### config.mk
export PLATFORM = sky130hd
export DESIGN_NAME = lcd_mode_line_timer_flat
export DESIGN_NICKNAME = d
export VERILOG_FILES = /design/src/rtl/lmt_pkg.sv /design/src/rtl/lmt_if.sv /design/src/rtl/lcd_mode_line_timer.sv /design/src/flat_wrapper.sv
export VERILOG_INCLUDE_DIRS = /design/src /design/src/rtl
export SDC_FILE = /design/constraint.sdc
export NUM_CORES = 1
export LEC_CHECK = 0
export ABC_AREA = 1
export BUFFER_PORTS_ARGS = -buffer_cell sky130_fd_sc_hd__buf_2
export CORE_MARGIN = 4
export CORE_UTILIZATION = 63
export DETAILED_ROUTE_END_ITERATION = 8
export GPL_TIMING_DRIVEN = 0
export PLACE_DENSITY = 0.91
export RECOVER_POWER = 100
export SKIP_CTS_REPAIR_TIMING = 1
export SLEW_MARGIN = 5
export SYNTH_ARGS = -nofsm -noshare
export SYNTH_HDL_FRONTEND = slang
export SYNTH_SLANG_ARGS = --single-unit
### constraint.sdc
create_clock -name clk_i -period 3.7 [get_ports clk_i]
set_input_delay 0.37 -clock clk_i [delete_from_list [all_inputs] [get_ports clk_i]]
set_output_delay 0.37 -clock clk_i [all_outputs]
set_load 0.01 [all_outputs]
### src/rtl/lcd_mode_line_timer_assert.svh
// Assertion macros for the LCD mode and line timer.
// Needs clk_i and rst_ni in the scope of the including module.
`ifndef LCD_MODE_LINE_TIMER_ASSERT_SVH
`define LCD_MODE_LINE_TIMER_ASSERT_SVH

// Same-cycle implication, checked out of reset.
`define LMT_ASSERT_IMP(label, ante, cons, msg) \
  label: assert property (@(posedge clk_i) disable iff (!rst_ni) (ante) |-> (cons)) \
    else $error(msg);

// Next-cycle implication, checked out of reset.
`define LMT_ASSERT_NXT(label, ante, cons, msg) \
  label: assert property (@(posedge clk_i) disable iff (!rst_ni) (ante) |=> (cons)) \
    else $error(msg);

`endif

### src/rtl/lmt_pkg.sv
// Shared types, constants and helpers for the LCD mode and line timer.
// No dependencies.
package lmt_pkg;

  localparam int unsigned VisibleLinesDef = 144;
  localparam int unsigned TotalLinesDef   = 154;

  localparam logic [9:0] DotsOam    = 10'd80;
  localparam logic [9:0] DotsXfer   = 10'd172;
  localparam logic [9:0] DotsHblank = 10'd204;
  localparam logic [9:0] DotsVline  = 10'd456;

  // Largest quotient of a 10-bit dot count by the shortest mode length
  localparam int unsigned ModMaxQuot = 1023 / 80;

  typedef enum logic [1:0] {
    MODE_HBLANK = 2'd0,
    MODE_VBLANK = 2'd1,
    MODE_OAM    = 2'd2,
    MODE_XFER   = 2'd3
  } lcd_mode_e;

  typedef enum logic [2:0] {
    REG_LCD_ENABLE  = 3'd0,
    REG_COMPARE     = 3'd1,
    REG_HBLANK_IRQ  = 3'd2,
    REG_VBLANK_IRQ  = 3'd3,
    REG_OAM_IRQ     = 3'd4,
    REG_COIN_IRQ    = 3'd5
  } cfg_reg_e;

  localparam int unsigned CfgIdxW  = 3;
  localparam int unsigned CfgDataW = 8;

  // Remainder of x by a constant length: parallel compares against the
  // multiples, the highest one that fits wins.
  function automatic logic [9:0] mod_dots(input logic [9:0] x, input logic [9:0] len);
    logic [13:0] r;
    logic [13:0] lim;
    r = 14'(x);
    for (int unsigned k = 1; k <= ModMaxQuot; k++) begin
      lim = 14'(k) * 14'(len);
      if (14'(x) >= lim) begin
        r = 14'(x) - lim;
      end
    end
    return r[9:0];
  endfunction

endpackage

### src/rtl/lmt_if.sv
// Channel interfaces of the LCD mode and line timer: tick in, status out.
// Depends on nothing.
interface lmt_tick_if;
  logic       valid;
  logic       ready;
  logic [3:0] tick_cycles;

  modport source (output valid, output tick_cycles, input ready);
  modport sink   (input valid, input tick_cycles, output ready);
endinterface

interface lmt_result_if;
  logic       valid;
  logic       ready;
  logic [1:0] lcd_mode;
  logic [7:0] line_number;
  logic       coincidence;
  logic       stat_irq;
  logic       vblank_irq;
  logic       draw_request;
  logic       frame_done;

  modport source (output valid, output lcd_mode, output line_number, output coincidence,
                  output stat_irq, output vblank_irq, output draw_request,
                  output frame_done, input ready);
  modport sink   (input valid, input lcd_mode, input line_number, input coincidence,
                  input stat_irq, input vblank_irq, input draw_request,
                  input frame_done, output ready);
endinterface

### src/rtl/lcd_mode_line_timer.sv
// LCD mode and line timer: dot counter, mode sequence, line counter, irqs.
// Depends on lmt_pkg, lmt_if.sv and lcd_mode_line_timer_assert.svh.
//
//  port      | dir | transaction
//  ----------+-----+---------------------------------------------
//  tick_i    | in  | one tick of tick_cycles machine cycles
//  result_o  | out | mode, line and event flags after that tick
//  cfg_*_i   | in  | register write, taken on cfg_we_i
//
// One tick per clock unless stalled; a tick is registered, then its result.
// The input register and the result register both hold their transaction
// under stall, so a tick is taken while a result waits to be collected.
// Reset clears the timing state to sprite search, line 0, dot 0.
// The combinational loop is dot add, remainder by the mode length and line step.

`include "lcd_mode_line_timer_assert.svh"

module lcd_mode_line_timer #(
  parameter int unsigned VISIBLE_LINES = lmt_pkg::VisibleLinesDef,
  parameter int unsigned TOTAL_LINES   = lmt_pkg::TotalLinesDef
) (
  input  logic                         clk_i,
  input  logic                         rst_ni,
  lmt_tick_if.sink                     tick_i,
  lmt_result_if.source                 result_o,
  input  logic                         cfg_we_i,
  input  logic [lmt_pkg::CfgIdxW-1:0]  cfg_index_i,
  input  logic [lmt_pkg::CfgDataW-1:0] cfg_data_i
);
  import lmt_pkg::*;

  localparam logic [7:0] VisLine   = 8'(VISIBLE_LINES);
  localparam logic [7:0] TotalLine = 8'(TOTAL_LINES);

  // Configuration
  logic       lcd_en_q, hbl_irq_en_q, vbl_irq_en_q, oam_irq_en_q, coin_irq_en_q;
  logic [7:0] cmp_line_q;

  always_ff @(posedge clk_i or negedge rst_ni) begin
    if (!rst_ni) begin
      lcd_en_q      <= 1'b1;
      cmp_line_q    <= '0;
      hbl_irq_en_q  <= 1'b0;
      vbl_irq_en_q  <= 1'b0;
      oam_irq_en_q  <= 1'b0;
      coin_irq_en_q <= 1'b0;
    end else if (cfg_we_i) begin
      case (cfg_index_i)
        REG_LCD_ENABLE: lcd_en_q      <= cfg_data_i[0];
        REG_COMPARE:    cmp_line_q    <= cfg_data_i;
        REG_HBLANK_IRQ: hbl_irq_en_q  <= cfg_data_i[0];
        REG_VBLANK_IRQ: vbl_irq_en_q  <= cfg_data_i[0];
        REG_OAM_IRQ:    oam_irq_en_q  <= cfg_data_i[0];
        REG_COIN_IRQ:   coin_irq_en_q <= cfg_data_i[0];
        default: ;
      endcase
    end
  end

  // Handshake and pipeline control
  logic       in_valid_q, in_valid_d;
  logic [3:0] tick_q;
  logic       res_valid_q, res_valid_d;
  logic       advance, fire, take;

  assign advance      = !res_valid_q || result_o.ready;
  assign fire         = in_valid_q && advance;
  assign tick_i.ready = !in_valid_q || advance;
  assign take         = tick_i.valid && tick_i.ready;

  always_comb begin
    in_valid_d = in_valid_q;
    if (take) begin
      in_valid_d = 1'b1;
    end else if (advance) begin
      in_valid_d = 1'b0;
    end
    res_valid_d = advance ? in_valid_q : res_valid_q;
  end

  always_ff @(posedge clk_i or negedge rst_ni) begin
    if (!rst_ni) begin
      in_valid_q  <= 1'b0;
      res_valid_q <= 1'b0;
    end else begin
      in_valid_q  <= in_valid_d;
      res_valid_q <= res_valid_d;
    end
  end

  always_ff @(posedge clk_i) begin
    if (take) begin
      tick_q <= tick_i.tick_cycles;
    end
  end

  // Timing state
  logic [9:0] dot_q, dot_d, dot_sum;
  lcd_mode_e  mode_q, mode_d;
  logic [7:0] line_q, line_d, line_inc;
  logic       stat_d, vbl_d, draw_d, frame_d, coin_d;

  assign dot_sum  = dot_q + {4'd0, tick_q, 2'b00};
  assign line_inc = line_q + 8'd1;

  always_comb begin
    dot_d   = dot_q;
    mode_d  = mode_q;
    line_d  = line_q;
    stat_d  = 1'b0;
    vbl_d   = 1'b0;
    draw_d  = 1'b0;
    frame_d = 1'b0;
    if (lcd_en_q) begin
      dot_d = dot_sum;
      case (mode_q)
        MODE_OAM: begin
          if (dot_sum >= DotsOam) begin
            dot_d  = mod_dots(dot_sum, DotsOam);
            mode_d = MODE_XFER;
          end
        end
        MODE_XFER: begin
          if (dot_sum >= DotsXfer) begin
            dot_d  = mod_dots(dot_sum, DotsXfer);
            mode_d = MODE_HBLANK;
            stat_d = hbl_irq_en_q;
          end
        end
        MODE_HBLANK: begin
          if (dot_sum >= DotsHblank) begin
            dot_d  = mod_dots(dot_sum, DotsHblank);
            line_d = line_inc;
            draw_d = 1'b1;
            if (line_inc == VisLine) begin
              mode_d = MODE_VBLANK;
              stat_d = vbl_irq_en_q;
              vbl_d  = 1'b1;
            end else begin
              mode_d = MODE_OAM;
              stat_d = oam_irq_en_q;
            end
          end
        end
        MODE_VBLANK: begin
          if (dot_sum >= DotsVline) begin
            dot_d  = '0;
            line_d = line_inc;
            // line wraps past the frame end; a wrap through 255 stays in vblank
            if (line_inc >= TotalLine) begin
              line_d  = '0;
              mode_d  = MODE_OAM;
              stat_d  = oam_irq_en_q;
              frame_d = 1'b1;
            end
          end
        end
        default: ;
      endcase
    end
    coin_d = (line_d == cmp_line_q);
    if (lcd_en_q && coin_d && coin_irq_en_q) begin
      stat_d = 1'b1;
    end
  end

  always_ff @(posedge clk_i or negedge rst_ni) begin
    if (!rst_ni) begin
      dot_q  <= '0;
      mode_q <= MODE_OAM;
      line_q <= '0;
    end else if (fire) begin
      dot_q  <= dot_d;
      mode_q <= mode_d;
      line_q <= line_d;
    end
  end

  // Result register
  logic [1:0] r_mode_q;
  logic [7:0] r_line_q;
  logic       r_coin_q, r_stat_q, r_vbl_q, r_draw_q, r_frame_q;

  always_ff @(posedge clk_i) begin
    if (fire) begin
      r_mode_q  <= mode_d;
      r_line_q  <= line_d;
      r_coin_q  <= coin_d;
      r_stat_q  <= stat_d;
      r_vbl_q   <= vbl_d;
      r_draw_q  <= draw_d;
      r_frame_q <= frame_d;
    end
  end

  assign result_o.valid        = res_valid_q;
  assign result_o.lcd_mode     = r_mode_q;
  assign result_o.line_number  = r_line_q;
  assign result_o.coincidence  = r_coin_q;
  assign result_o.stat_irq     = r_stat_q;
  assign result_o.vblank_irq   = r_vbl_q;
  assign result_o.draw_request = r_draw_q;
  assign result_o.frame_done   = r_frame_q;

  // Checks
  `LMT_ASSERT_IMP(a_draw_mode, res_valid_q && r_draw_q,
    r_mode_q == MODE_OAM || r_mode_q == MODE_VBLANK, "draw request outside a line end")
  `LMT_ASSERT_IMP(a_vbl_entry, res_valid_q && r_vbl_q,
    r_draw_q && r_mode_q == MODE_VBLANK && r_line_q == VisLine, "bad vblank entry")
  `LMT_ASSERT_IMP(a_frame_wrap, res_valid_q && r_frame_q,
    r_mode_q == MODE_OAM && r_line_q == 8'd0, "frame end without wrap to line 0")
  `LMT_ASSERT_NXT(a_in_hold, in_valid_q && !advance,
    in_valid_q && $stable(tick_q) && $stable(mode_q), "stalled tick lost or state moved")

endmodule

### src/flat_wrapper.sv
// flat-port wrapper written by rule: the top's interface ports become plain ports
module lcd_mode_line_timer_flat import lmt_pkg::*;
#(
  parameter int unsigned VISIBLE_LINES = lmt_pkg::VisibleLinesDef,
  parameter int unsigned TOTAL_LINES   = lmt_pkg::TotalLinesDef
)
  (clk_i, rst_ni, cfg_we_i, cfg_index_i, cfg_data_i, tick_i_valid, tick_i_tick_cycles, tick_i_ready, result_o_valid, result_o_lcd_mode, result_o_line_number, result_o_coincidence, result_o_stat_irq, result_o_vblank_irq, result_o_draw_request, result_o_frame_done, result_o_ready);
  lmt_tick_if tick_i_i ();
  lmt_result_if result_o_i ();
  input  logic clk_i;
  input  logic rst_ni;
  input  logic cfg_we_i;
  input  logic [lmt_pkg::CfgIdxW-1:0] cfg_index_i;
  input  logic [lmt_pkg::CfgDataW-1:0] cfg_data_i;
  input wire logic [$bits(tick_i_i.valid)-1:0] tick_i_valid;
  input wire logic [$bits(tick_i_i.tick_cycles)-1:0] tick_i_tick_cycles;
  output wire logic [$bits(tick_i_i.ready)-1:0] tick_i_ready;
  output wire logic [$bits(result_o_i.valid)-1:0] result_o_valid;
  output wire logic [$bits(result_o_i.lcd_mode)-1:0] result_o_lcd_mode;
  output wire logic [$bits(result_o_i.line_number)-1:0] result_o_line_number;
  output wire logic [$bits(result_o_i.coincidence)-1:0] result_o_coincidence;
  output wire logic [$bits(result_o_i.stat_irq)-1:0] result_o_stat_irq;
  output wire logic [$bits(result_o_i.vblank_irq)-1:0] result_o_vblank_irq;
  output wire logic [$bits(result_o_i.draw_request)-1:0] result_o_draw_request;
  output wire logic [$bits(result_o_i.frame_done)-1:0] result_o_frame_done;
  input wire logic [$bits(result_o_i.ready)-1:0] result_o_ready;
  assign tick_i_i.valid = tick_i_valid;
  assign tick_i_i.tick_cycles = tick_i_tick_cycles;
  assign tick_i_ready = tick_i_i.ready;
  assign result_o_valid = result_o_i.valid;
  assign result_o_lcd_mode = result_o_i.lcd_mode;
  assign result_o_line_number = result_o_i.line_number;
  assign result_o_coincidence = result_o_i.coincidence;
  assign result_o_stat_irq = result_o_i.stat_irq;
  assign result_o_vblank_irq = result_o_i.vblank_irq;
  assign result_o_draw_request = result_o_i.draw_request;
  assign result_o_frame_done = result_o_i.frame_done;
  assign result_o_i.ready = result_o_ready;
  lcd_mode_line_timer #(.VISIBLE_LINES(VISIBLE_LINES), .TOTAL_LINES(TOTAL_LINES)) u_core (.clk_i(clk_i), .rst_ni(rst_ni), .tick_i(tick_i_i), .result_o(result_o_i), .cfg_we_i(cfg_we_i), .cfg_index_i(cfg_index_i), .cfg_data_i(cfg_data_i));
endmodule
# == Word level (Yosys, flattened, before mapping) ==
# Cells that the tools add are included.
# totals
register_bits,54
inputBits,20
# classes
add_sub_neg,24
magnitude_cmp,27
n_eq_ne,10
n_mux,52
reduce_logical,21
# op_table
op,count
$mux W10,26
$ge A10 B10 Y1 const B,12
$sub A10 B10 Y10 const B,12
$ge A10 B8 Y1 const B,6
$ge A10 B9 Y1 const B,6
$sub A10 B9 Y10 const B,5
$pmux W10 S4,1
$sub A10 B8 Y10 const B,4
$mux W8,4
$ge A10 B7 Y1 const B,2
$pmux W8 S2,1
$reduce_and A2 Y1,8
$mux W2,7
$mux W1,11
$add A10 B6 Y10,1
$sub A10 B7 Y10 const B,1
$add A8 B1 Y8 const B,1
$eq A8 B8 Y1,1
$eq A8 B8 Y1 const B,1
$ge A8 B8 Y1 const B,1
$pmux W2 S4,1
$eq A3 B2 Y1 const B,2
$eq A3 B3 Y1 const B,2
$reduce_and A3 Y1,2
other kinds (10),16

# == Depth between registers and ports, before layout ==
# depth
depth_word,16
mapped_depth,29

# == Least setup slack after synthesis ==
# Ideal clock, no wire load.
# synth_timing
kind,register to register
from,register u_core.dot_q[2]
to,register u_core.dot_q[5]
t_arrival_ps,3203
slack_ps,381
stages_incl_launch_ff,23
synth_period_minus_slack_ps,3319
cell_sequence,dfrtp_1 ha_1 inv_1 fa_1 xnor2_1 clkbuf_1 ha_1 clkbuf_1 inv_1 o21ai_0 a21oi_1 nor2_1 nand2_1 nand2_2 inv_1 nand3_1 nand2_1 nand2_1 a21oi_1 o21ai_1 inv_1 nand2_1 nand2_1
# synth_between
elab_chain_len,16
# synth_rtl
element,line,source
"start, declared",lcd_mode_line_timer.sv:98,"logic [9:0] dot_q, dot_d, dot_sum;"
"start signal, assigned",lcd_mode_line_timer.sv:173,dot_q <= dot_d;
$add A10 B6 Y10 *,lcd_mode_line_timer.sv:103,"assign dot_sum = dot_q + {4'd0, tick_q, 2'b00};"
$sub A10 B7 Y10 / $ge A10 B7 Y1 (equally long branches),"lmt_pkg.sv:44, lmt_pkg.sv:43, lcd_mode_line_timer.sv:118",
$mux W10 (12 in series),lmt_pkg.sv:43,if (14'(x) >= lim) begin
$mux W10,lcd_mode_line_timer.sv:118,if (dot_sum >= DotsOam) begin
$pmux W10 S4 *,lcd_mode_line_timer.sv:116,case (mode_q)
# Every way passes the cells marked *; elsewhere a longest branch is shown, timed or not.
# A chain may end at the register's enable or synchronous reset.

# == Worst setup path in the final report ==
# layout_timing
from,register u_core.tick_q[0]
to,register u_core.dot_q[9]
# layout_between
elab_chain_len,16
# layout_rtl
element,line,source
"start, declared",lcd_mode_line_timer.sv:62,logic [3:0] tick_q;
"start signal, assigned",lcd_mode_line_timer.sv:93,tick_q <= tick_i.tick_cycles;
$add A10 B6 Y10 *,lcd_mode_line_timer.sv:103,
$sub A10 B7 Y10 / $ge A10 B7 Y1 (equally long branches),"lmt_pkg.sv:44, lmt_pkg.sv:43, lcd_mode_line_timer.sv:118",
$mux W10 (12 in series),lmt_pkg.sv:43,
$mux W10,lcd_mode_line_timer.sv:118,
$pmux W10 S4 *,lcd_mode_line_timer.sv:116,
# Marks and branches as above.

==> out/results.ini <==
[run_status]
run_status = finished, violations left
violated_checks = max-capacitance violations, max-slew violations

[setup_path]
crit_path_end_kind = flop
critical_path.startpoint_type = flop
crit_arrival_ns = 3.76
critPathKind = reg -> reg
worst-path-max-fanout = 9
reg2reg_setup_slack_ns = 0.14
crit_slowest_cell = sky130_fd_sc_hd__ha_1
slowest_delay_ns = 0.47
cp_data_required_time_ns = 3.90
worstReg2RegEnd = u_core.dot_q[9]
rr_worst_depth = 19
critical_r2r_launch = u_core.tick_q[0]
timing.critical_path.cells = ha_1 -> clkbuf_2 -> inv_1 -> ha_1 -> o21ai_2 -> a21oi_1 -> nor2_2 -> nand2_1 -> nand2_4 -> clkinvlp_4 -> buf_12 -> o211ai_2 -> nand2_1 -> nand3_1 -> nand3_1 -> nand2_1 -> nand3_1 -> nand2_1 -> nand2_1
worst_path_most_repeated_cell = sky130_fd_sc_hd__nand2_1

[timing]
timing.slew.headroom_pct = -17.3
setup_viol = 0
final_period_utilization_pct = 96.2
max_slew.worst_pin.slew_ns = 1.76
fmax_ghz = 0.281
finalSetupTns_ns = 0
final-max-slew-violation-count = 34
final.min_clock_period_ns = 3.56
hold_violations = 0
fin_worst_skew_ns = 0.0103

[logic_synthesis]
post_synth_mux_area_share_pct = 0.204
ys_seq_elements = 52
synthSimpleGateAreaFrac_pct = 39.2
synth_top_family_by_area = simple AND/OR/NAND/NOR gates
dominantRegCellSynth = sky130_fd_sc_hd__dfrtp_1
post_synth.cell_area_avg_um2 = 6.43
count_of_different_cell_masters_after_synthesis = 54
synth-adder-area-share_pct = 5.36
synthesis.area_mm2 = 0.00551
synth_nets = 900
syn-instance-count = 857
synth_compound_gate_area_share_pct = 15.8
synthArstFlopShare_pct = 63.5
synth_enable_flop_cells = 19
synth_xor_xnor_area_share_pct = 4.13
ys_seq_area_share_pct = 25.4
yosys_warnings = 0

[drt]
drt.antenna.violating_nets = 0
finalWirelength_um = 18100
detail_route.vias_per_cell = 6.00
detailedRoute.firstIterationViolations = 599
first_pass_iters = 5
via_count = 6095
routedWlPerCell_um = 17.8
drcViolationCount = 0

[clock_tree]
clock_latency_ns = 0.31
clock_edge_transition_at_the_registers_on_the_reported_setup_and_hold_paths_ns = 0.09
numCtsBuffers = 5
clock_tree.root_cell = sky130_fd_sc_hd__clkbuf_8
htreeDepth = 2
clk_path_buf_depth = 2
clock_tree_from_tritoncts = done
cts.sinks = 52

[floorplanning]
initial_utilization_pct = 65.8
design.core.area_mm2 = 0.00838
die-width_um = 102
placement_rows = 33
i_o_pin_count = 37
floorplan.die_area_mm2 = 0.0103
die_h_um = 102

[finish]
final.fill_count = 726
mostFrequentLayoutCell = sky130_fd_sc_hd__nand2_1
ff_latch_area_mm2 = 0.00140
final_layout_size_suffix_gt1_share_pct = 14.7
diodes = 0
most_frequent_cells_in_the_layout = sky130_fd_sc_hd__nand2_1 (273), sky130_fd_sc_hd__inv_1 (98), sky130_fd_sc_hd__nor2_1 (69)
layout.cell_area.non_filler_mm2 = 0.00611
net_count_final = 953
area_of_combinational_cells_with_multiple_inputs_mm2 = 0.00367
area.growth.synth_to_final_pct = 10.9

[global_routing]
grt.overflow.total = 0
grt_start_max_net_pins = 34
gr-usage-all-layers_pct = 35.8
number_of_global_route_vias_before_repair = 5683
grt_antenna_before_repair = 0
grt_pass1_wl_um = 28800

[worst_hold_path]
min_from = tick_i_tick_cycles[1]
hold_path_depth = 1
min_path_type = in -> reg
holdPathEnd = u_core.tick_q[1]

[placement]
place_congestion = 1.02
dpl_cell_area_mm2 = 0.00582
port_buffers = 36
hpwl_um = 13600

[flow_run]
max_cap_violations = 1

-- Yosys cell counts (4+ instances only) --
master | count | area [um^2]
sky130_fd_sc_hd__nand2_1 | 274 | 1030
sky130_fd_sc_hd__inv_1 | 102 | 383
sky130_fd_sc_hd__nor2_1 | 70 | 263
sky130_fd_sc_hd__nand3_1 | 61 | 305
sky130_fd_sc_hd__a21oi_1 | 53 | 265
sky130_fd_sc_hd__o21ai_0 | 50 | 250
sky130_fd_sc_hd__dfrtp_1 | 31 | 776
sky130_fd_sc_hd__ha_1 | 22 | 275
sky130_fd_sc_hd__xor2_1 | 20 | 175
sky130_fd_sc_hd__edfxtp_1 | 19 | 571
sky130_fd_sc_hd__nand2_2 | 15 | 93.8
sky130_fd_sc_hd__o21ai_1 | 12 | 60.1
sky130_fd_sc_hd__inv_2 | 11 | 41.3
sky130_fd_sc_hd__nand2_4 | 9 | 101
sky130_fd_sc_hd__nand4_1 | 9 | 56.3
sky130_fd_sc_hd__a31oi_1 | 8 | 50.1
sky130_fd_sc_hd__clkbuf_1 | 7 | 26.3
sky130_fd_sc_hd__nor2_2 | 7 | 43.8
sky130_fd_sc_hd__o211ai_1 | 7 | 52.6
sky130_fd_sc_hd__buf_2 | 6 | 30.0
sky130_fd_sc_hd__xnor2_1 | 6 | 52.6
sky130_fd_sc_hd__nand3_2 | 4 | 40.0
sky130_fd_sc_hd__nor2_4 | 4 | 45.0
-- final cells by class --
cell class	instances	share of cell area, %
clock inverters	2	0.246
inverters	116	7.47
well taps	105	2.15
repair buffers	47	4.09
multi-input cells	671	60.1
flip-flops and latches	52	22.9
plain buffers	17	1.88
clock buffers	6	1.19
-- worst max-delay path, delay by kind of cell, from the launching register on --
kind,cells,cell delay [ns]
simple gates,10,0.96
fa+ha+maj,2,0.79
compound gates,3,0.38
buf+inv,4,0.87
flops,1,0.41
-- state kept, by name, summed over array words and instances, names as in the netlist --
name and count:
u_core.result_o.vblank_irq 1, u_core.in_valid_q 1, u_core.tick_q 4, u_core.result_o.valid 1
u_core.oam_irq_en_q 1, u_core.result_o.draw_request 1, u_core.coin_irq_en_q 1, u_core.dot_q 8
u_core.lcd_en_q 1, u_core.vbl_irq_en_q 1, u_core.line_q 8, u_core.mode_q 2
u_core.result_o.frame_done 1, u_core.result_o.lcd_mode 2, u_core.hbl_irq_en_q 1, u_core.result_o.coincidence 1
u_core.result_o.stat_irq 1, u_core.result_o.line_number 8, u_core.cmp_line_q 8
-- worst max path at each step --
stage,startpoint,end,slack [ns],cells after the start
after floorplan,u_core.dot_q[2],u_core.dot_q[5],0.38,22
after global placement,u_core.dot_q[2],u_core.dot_q[5],-0.68,22
after detailed placement,u_core.dot_q[2],u_core.dot_q[5],-0.71,22
after CTS,u_core.tick_q[0],u_core.dot_q[5],-0.72,22
after global routing,u_core.tick_q[2],u_core.dot_q[5],-0.03,25
final,u_core.tick_q[0],u_core.dot_q[9],0.14,19
-- through the flow --
stage | instances | setup slack (ns) | hold slack (ns) | utilization, %
final | 1016 | 0.141 | 0.230 | 72.9
after global routing | 1016 | -0.0275 | 0.220 | 72.9
after CTS | 1006 | -0.718 | 0.128 | 70.5
after detailed placement | 998 | -0.712 | 0.465 | 69.5
after global placement | 998 | -0.678 | 0.470 | 69.5
after floorplan | 857 | 0.381 | 0.0744 | -
-- cell families after synthesis --
family,count (synthesis)
XOR/XNOR,26
AO/OA/AOI/OAI,152
flip-flops,52
buffers and inverters,134
adder cells (fa/ha/maj),23
AND/OR/NAND/NOR,469
multiplexers,1
-- layer usage --
| layer | GRT usage [%] | share of wire [%] |
|---|---|---|
| met1 | 46.4 | 39 |
| met2 | 57.3 | 45 |
| met3 | 6.27 | 9.4 |
| met4 | 18.5 | 6.0 |
| met5 | 0 | 0 |
Power is not shown: default switching activity piles up to over one toggle a cycle in this logic, so the estimate is an artifact.
